File: config.mk
export PLATFORM = sky130hd
export DESIGN_NAME = sorted_priority_queue
export DESIGN_NICKNAME = d
export VERILOG_FILES = /design/src/rtl/spq_pkg.sv /design/src/rtl/spq_cell.sv /design/src/rtl/sorted_priority_queue.sv
export SDC_FILE = /design/constraint.sdc
export NUM_CORES = 2
export LEC_CHECK = 0
export BUFFER_PORTS_ARGS = -buffer_cell sky130_fd_sc_hd__buf_2
export CORE_UTILIZATION = 25
export CTS_CLUSTER_SIZE = 10
export DETAILED_ROUTE_END_ITERATION = 12
export PLACE_DENSITY = 0.43
export SLEW_MARGIN = 20
export SYNTH_ARGS = -nofsm -noshare
export SYNTH_HDL_FRONTEND = slang
export SYNTH_SLANG_ARGS = --single-unit
File: constraint.sdc
create_clock -name clock -period 18.21 [get_ports clock]
set_input_delay 2.7315 -clock clock [delete_from_list [all_inputs] [get_ports clock]]
set_output_delay 2.7315 -clock clock [all_outputs]
set_load 0.03 [all_outputs]
File: src/rtl/spq_pkg.sv
// types, constants and codes of the sorted priority queue
// no dependencies
package spq_pkg;

   localparam int DEPTH   = 16;
   localparam int COUNT_W = $clog2(DEPTH + 1);
   localparam int DATA_W  = 32;

   localparam logic CMD_INSERT = 1'b0;
   localparam logic CMD_DELETE = 1'b1;

   localparam logic [1:0] ST_OK        = 2'd0;
   localparam logic [1:0] ST_OVERFLOW  = 2'd1;
   localparam logic [1:0] ST_UNDERFLOW = 2'd2;

   typedef enum logic [1:0] {
      OP_HOLD   = 2'd0,
      OP_INSERT = 2'd1,
      OP_DELETE = 2'd2
   } op_type;

   typedef struct packed {
      logic signed [DATA_W-1:0] element;
      logic signed [DATA_W-1:0] priority_num;
   } entry_type;

   typedef struct packed {
      op_type    op;
      entry_type new_entry;
   } ctrl_type;

endpackage

File: src/rtl/spq_cell.sv
// one slot of the sorted queue: compares with the new entry and shifts
// depends on spq_pkg
module spq_cell (
   input  logic              clock,
   input  spq_pkg::ctrl_type ctrl,
   input  logic              occupied,
   input  spq_pkg::entry_type left_entry,
   input  logic              left_ge,
   input  spq_pkg::entry_type right_entry,
   output spq_pkg::entry_type entry,
   output logic              ge
);
   import spq_pkg::*;

   entry_type entry_ff;
   entry_type entry_in;

   // held entry ranks behind (or equal to) the incoming one
   assign ge    = occupied &&
                  ($signed(entry_ff.priority_num) >= $signed(ctrl.new_entry.priority_num));
   assign entry = entry_ff;

   always_comb begin
      entry_in = entry_ff;
      case (ctrl.op)
         OP_INSERT: begin
            if (left_ge) begin
               entry_in = left_entry;
            end else if (ge || !occupied) begin
               entry_in = ctrl.new_entry;
            end
         end
         OP_DELETE: begin
            entry_in = right_entry;
         end
         default: begin
            entry_in = entry_ff;
         end
      endcase
   end

   always_ff @(posedge clock) begin
      entry_ff <= entry_in;
   end

endmodule

File: src/rtl/sorted_priority_queue.sv
// top level of the sorted priority queue: count, control and the cell row
// depends on spq_pkg and spq_cell
//
// bounded priority queue held as a row of DEPTH cells in ascending order
// of signed priority number; cell 0 is the front entry
// request channel: a beat is taken at a clock edge with start high and
//   busy low; req_cmd selects insert (element and priority) or delete
// busy is always low: every cell compares against the new priority and
//   shifts toward its neighbor in the same cycle, so one beat per cycle
// response channel: rsp_valid is high for exactly one cycle, the cycle
//   after the request beat (throughput 1 beat per cycle)
// insert places the entry ahead of all held entries of equal or greater
//   priority; a full queue reports overflow and changes nothing
// delete returns the front entry; an empty queue reports underflow with
//   -1 in both data fields; inserts return zero data
// rsp_entry_count is the number held after the beat
// reset clears the count and the response strobe; cell contents are
//   don't-care until written and never read beyond the count
// the receiver cannot stall, so every response beat is taken as shown
module sorted_priority_queue (
   input  logic                        clock,
   input  logic                        reset,
   input  logic                        start,
   output logic                        busy,
   input  logic                        req_cmd,
   input  logic signed [31:0]          req_element_in,
   input  logic signed [31:0]          req_priority_in,
   output logic                        rsp_valid,
   output logic [1:0]                  rsp_status,
   output logic signed [31:0]          rsp_element_out,
   output logic signed [31:0]          rsp_priority_out,
   output logic [4:0]                  rsp_entry_count
);
   import spq_pkg::*;

   logic                  accept;
   logic                  full;
   logic                  empty;
   ctrl_type              ctrl;

   logic [COUNT_W-1:0]    count_ff;
   logic [COUNT_W-1:0]    count_in;
   logic                  rsp_valid_ff;
   logic [1:0]            rsp_status_ff;
   logic [1:0]            rsp_status_in;
   entry_type             rsp_entry_ff;
   entry_type             rsp_entry_in;

   // cell row taps
   entry_type             cell_entry [DEPTH];
   logic                  cell_ge    [DEPTH];
   logic                  cell_occ   [DEPTH];

   assign busy   = 1'b0;
   assign accept = start && !busy;
   assign full   = (count_ff == COUNT_W'(DEPTH));
   assign empty  = (count_ff == '0);

   // decode the beat into a row-wide operation
   always_comb begin
      ctrl.op                     = OP_HOLD;
      ctrl.new_entry.element      = req_element_in;
      ctrl.new_entry.priority_num = req_priority_in;
      if (accept) begin
         if (req_cmd == CMD_INSERT && !full) begin
            ctrl.op = OP_INSERT;
         end else if (req_cmd == CMD_DELETE && !empty) begin
            ctrl.op = OP_DELETE;
         end
      end
   end

   // the row: each cell sees its left and right neighbor
   for (genvar i = 0; i < DEPTH; i++) begin : g_cell
      entry_type left_entry;
      entry_type right_entry;
      logic      left_ge;

      assign cell_occ[i] = (count_ff > COUNT_W'(i));

      if (i == 0) begin : g_first
         assign left_entry = ctrl.new_entry;
         assign left_ge    = 1'b0;
      end else begin : g_inner
         assign left_entry = cell_entry[i-1];
         assign left_ge    = cell_ge[i-1];
      end

      if (i == DEPTH - 1) begin : g_last
         assign right_entry = cell_entry[i];
      end else begin : g_mid
         assign right_entry = cell_entry[i+1];
      end

      spq_cell u_cell (
         .clock       (clock),
         .ctrl        (ctrl),
         .occupied    (cell_occ[i]),
         .left_entry  (left_entry),
         .left_ge     (left_ge),
         .right_entry (right_entry),
         .entry       (cell_entry[i]),
         .ge          (cell_ge[i])
      );
   end

   // count and response beat
   always_comb begin
      count_in                    = count_ff;
      rsp_status_in               = ST_OK;
      rsp_entry_in.element        = '0;
      rsp_entry_in.priority_num   = '0;
      case (ctrl.op)
         OP_INSERT: begin
            count_in = count_ff + COUNT_W'(1);
         end
         OP_DELETE: begin
            count_in     = count_ff - COUNT_W'(1);
            rsp_entry_in = cell_entry[0];
         end
         default: begin
            count_in = count_ff;
         end
      endcase
      // rejected beats
      if (accept && req_cmd == CMD_INSERT && full) begin
         rsp_status_in = ST_OVERFLOW;
      end
      if (accept && req_cmd == CMD_DELETE && empty) begin
         rsp_status_in             = ST_UNDERFLOW;
         rsp_entry_in.element      = '1;
         rsp_entry_in.priority_num = '1;
      end
   end

   always_ff @(posedge clock) begin
      if (reset) begin
         count_ff     <= '0;
         rsp_valid_ff <= 1'b0;
      end else begin
         count_ff     <= count_in;
         rsp_valid_ff <= accept;
      end
      rsp_status_ff <= rsp_status_in;
      rsp_entry_ff  <= rsp_entry_in;
   end

   assign rsp_valid        = rsp_valid_ff;
   assign rsp_status       = rsp_status_ff;
   assign rsp_element_out  = rsp_entry_ff.element;
   assign rsp_priority_out = rsp_entry_ff.priority_num;
   assign rsp_entry_count  = 5'(count_ff);

endmodule

==> PnR_summary.wiki <==
{| class="wikitable"
! Metric !! Value
|-
| Number of cells on the worst reg-to-reg path || 9
|-
| Unrepaired setup endpoints after global routing || no
|-
| Number of flops mapped to enable cells by yosys || 1024
|-
| Finished layout cell area || 71900 sq um
|-
| Period minus WS final || 7.96 ns
|-
| Buffers inserted during post-CTS setup optimization || 0
|-
| CTS Root Buffer Type || clkbuf_16
|-
| Cell types with the largest area share after synthesis || edfxtp_1 49%, ha_1 10%, o211ai_1 7.7%, nand2_1 6.0%, nand3_1 5.3%
|-
| Post-synthesis async set-or-reset flop share || 0%
|-
| Highest fanout seen on the critical path || 32
|-
| Class of the worst hold path || flop to flop
|-
| Worst-case clock skew || 0.0309 ns
|-
| Overflow after GRT || 0
|-
| Kind of start point of the critical path || input pin
|-
| Fraction of the yosys area taken by sequential cells || 51.0%
|-
| Initial drt markers || 5221
|-
| Headroom to the max-slew limit || 20.8%
|-
| Post-DR vias/cell || 5.44
|-
| Flop pwr share || 42.0%
|-
| Wire length of the first global-routing pass || 378000 um
|-
| Total power consumption of the routed design || 8.59 mW
|-
| Number of fill cells || 26000
|-
| Max-slew violation total from the final report || 0
|-
| CP Data Required Time || 18.64 ns
|-
| Most frequent cell after synthesis || edfxtp_1
|-
| Final routed DRC violation total || 0
|-
| Top cell type by total area after synthesis || edfxtp_1
|-
| Most utilized layer in the global route result || met2
|-
| Register area || 32200 sq um
|-
| Area growth from synthesis to final layout || 14.1%
|-
| Met2 demand-to-capacity share in global routing || 32.4%
|-
| Switching power summed over all nets || 3.00 mW
|-
| Area fraction of the dominant cell type after synthesis || 48.8%
|-
| Static power due to leakage || 25.4 nW
|-
| Met1 track demand over resource || 28.3%
|-
| Later-pin clock latency in the skew report || 0.81 ns
|-
| Clock-pin slew on the worst setup and hold paths || 0.05 ns
|-
| Ys Warns || 0
|-
| Number of endpoints failing setup at the final stage || 0
|-
| Count of unique library cells instantiated by Yosys || 64
|-
| Internal power component || 5.60 mW
|-
| Switching part of the total || 34.9%
|-
| Combinational share of power || 24.6%
|-
| TritonCTS clock tree || yes
|-
| Register bit total from synthesis || 1096
|-
| Net Count, Synth || 6691
|-
| Maximum vdd ir drop || 0.103 mV
|-
| Hold Violations, Final || 0
|-
| Placement-stage cell area || 67300 sq um
|-
| CP cell instances || buf_2 -> inv_1 -> ha_1 -> nand4_1 -> or4_1 -> a31oi_1 -> o31ai_1 -> nor2_4 -> nor4_1 -> nor2_4 -> buf_4 -> buf_4
|-
| Final sum of negative setup slack || 0 ns
|-
| Routed wire length || 267000 um
|-
| Horiz. Die Dim || 504 um
|-
| Initial core utilization || 25.1%
|-
| Avg Synthesized Cell Area || 10.3 sq um
|-
| Core area || 251000 sq um
|-
| Global-route met3 utilization || 3.54%
|-
| Transition at the pin with the smallest max-transition slack || 1.18 ns
|-
| Die Span Y || 504 um
|-
| Gr usage total || 20.4%
|-
| Gate count of the mapped netlist || 6106
|-
| Number of placed I/O pins || 141
|-
| Detailed-router iteration count before antenna repair || 6
|-
| Worst setup EP type || flop
|-
| Final net count || 6618
|-
| Area occupied by multi-input gates || 29100 sq um
|-
| Outcome || completed
|-
| Antenna violations before repair || 26
|-
| Number of buffers inserted during clock tree synthesis || 146
|-
| Vias after detailed routing || 51700
|-
| Die ar. || 254000 sq um
|-
| CP arrival || 8.39 ns
|-
| DP Cell Count || 9233
|-
| Maximum clock rate || 126 MHz
|-
| Routability cong. || 0.898
|-
| Top_reg_cell synth || edfxtp_1
|-
| Proportion of layout cells with a drive suffix above 1 || 10.0%
|-
| Cell depth of the worst min-delay path || 2
|-
| Detail-routed net length per standard cell || 28.1 um
|-
| Largest net degree at the start of global routing || 221
|-
| Maximum root-to-sink buffer count || 3
|-
| Post-Synthesis Cell Area || 63100 sq um
|-
| Proportion of power drawn by the clock network || 33.4%
|-
| Via count of the first global-routing pass || 49800
|-
| Placed wire-length estimate after detailed placement || 170000 um
|-
| Quantity of gates resized following cts || 0
|-
| Largest incremental delay on the critical path || 0.83 ns
|-
| Leading post-synthesis cells by instance count || 1024 x edfxtp_1, 1008 x nand2_1, 672 x nand3_1
|-
| Critical path start-end classification || input pin to flop
|-
| Number of port buffers || 139
|-
| Count of standard-cell rows || 184
|-
| Critical-path top delay cell || nor2_4
|-
| Hold Buf Count CTS || 0
|-
| Depth of the CTS H-tree || 4
|-
| Clock Sinks || 1096
|-
| Non-filler cells in the finished layout || 9504
|-
| Detail Route Antenna Nets || 0
|-
| Power per Cell Area || 119 nW/um^2
|-
| Number of maximum-capacitance violations || 0
|-
| Final clock period utilization by the worst path || 43.7%
|-
| Final standard cell utilization of the core || 28.6%
|}
layout make-up:
type                            instances  area share (%)
Antenna cell                            6          0.0209
Clock buffer                          215            5.76
Clock inverter                         50           0.678
Inverter                               72           0.376
Multi-Input combinational cell       4468            40.4
Sequential cell                      1096            44.7
Tap cell                             3348            5.82
Timing Repair Buffer                  249            2.19
cell families (layout without fill, tap and decap cells):
kind of cell / after synthesis / in the layout / share of synthesized area [%]
xor gates and xnor gates: 6 / 6 / 0.0833
DFF: 1096 / 1096 / 51.0
AOI/OAI and AO/OA: 1390 / 1390 / 15.0
other: 1 / 7 / 0.00595
muxes: 255 / 255 / 4.18
buffers and inverters: 542 / 586 / 3.45
and+or+nand+nor: 2299 / 2299 / 16.0
adders and majority gates: 517 / 517 / 10.3
metal layers:
layer | share of wire [%] | vias to the layer above
li1 | - | 23100
met1 | 45 | 26100
met5 | 0.026 | -
met4 | 2.8 | 10
met2 | 46 | 2123
met3 | 6.9 | 355
flip-flops by register name, indices dropped and copies added, names as in the netlist:
register,flops
g_cell.u_cell.entry,1024
rsp_element_out,32
rsp_entry_count,5
rsp_priority_out,32
rsp_status,2
rsp_valid,1
final timing paths:
check	to	slack (ns)	startpoint
worst min register to register	rsp_element_out[9]	0.48	g_cell[0].u_cell.entry[41]
worst max-delay path	g_cell[11].u_cell.entry[4]	10.25	req_priority_in[24]
worst max register to register	g_cell[2].u_cell.entry[8]	11.88	rsp_entry_count[4]
worst min-delay path	rsp_element_out[9]	0.48	g_cell[0].u_cell.entry[41]
critical path, delay by kind of cell:
kind | cells | cell delay (ns)
buffers and inverters | 4 | 1.68
AND/OR/NAND/NOR | 5 | 2.81
adder cells (fa/ha/maj) | 1 | 0.42
AO/OA/AOI/OAI | 2 | 0.68
power groups by stage:
stage | registers (mW) | clock network, mW | logic, mW
floorplan | 3.56 | 0 | 1.25
global placement | 3.65 | 0 | 2.06
global route | 3.65 | 3.03 | 2.28
CTS | 3.61 | 2.94 | 2.10
detailed placement | 3.65 | 0 | 2.09
finish | 3.61 | 2.87 | 2.11
cells in the final DEF (no fill, tap or decap), types with 28 or more instances in the layout:
| master | Yosys | layout |
|---|---|---|
| o21ai_0 | 81 | 80 |
| nor2_1 | 386 | 376 |
| o221a_2 | 64 | 64 |
| dfxtp_1 | 72 | 72 |
| a21o_1 | 45 | 45 |
| mux2_2 | 65 | 65 |
| nor3_1 | 30 | 28 |
| clkbuf_16 | 0 | 152 |
| buf_4 | 10 | 105 |
| o211ai_1 | 649 | 649 |
| nand3_1 | 672 | 672 |
| mux2i_1 | 190 | 190 |
| edfxtp_1 | 1024 | 1024 |
| clkbuf_1 | 381 | 53 |
| a21oi_1 | 424 | 416 |
| buf_2 | 63 | 139 |
| ha_1 | 517 | 517 |
| nand4_1 | 108 | 108 |
| nand2_1 | 1008 | 1007 |
| inv_1 | 72 | 72 |
stage by stage:
stage	worst slack, ns	hold slack, ns
2_1_floorplan	9.33	0.444
3_3_place_gp	9.45	0.467
3_5_place_dp	9.46	0.479
4_1_cts	10.29	0.487
5_1_grt	10.20	0.492
6_report	10.25	0.476
Note: power is estimated with default switching activity, not from simulation.
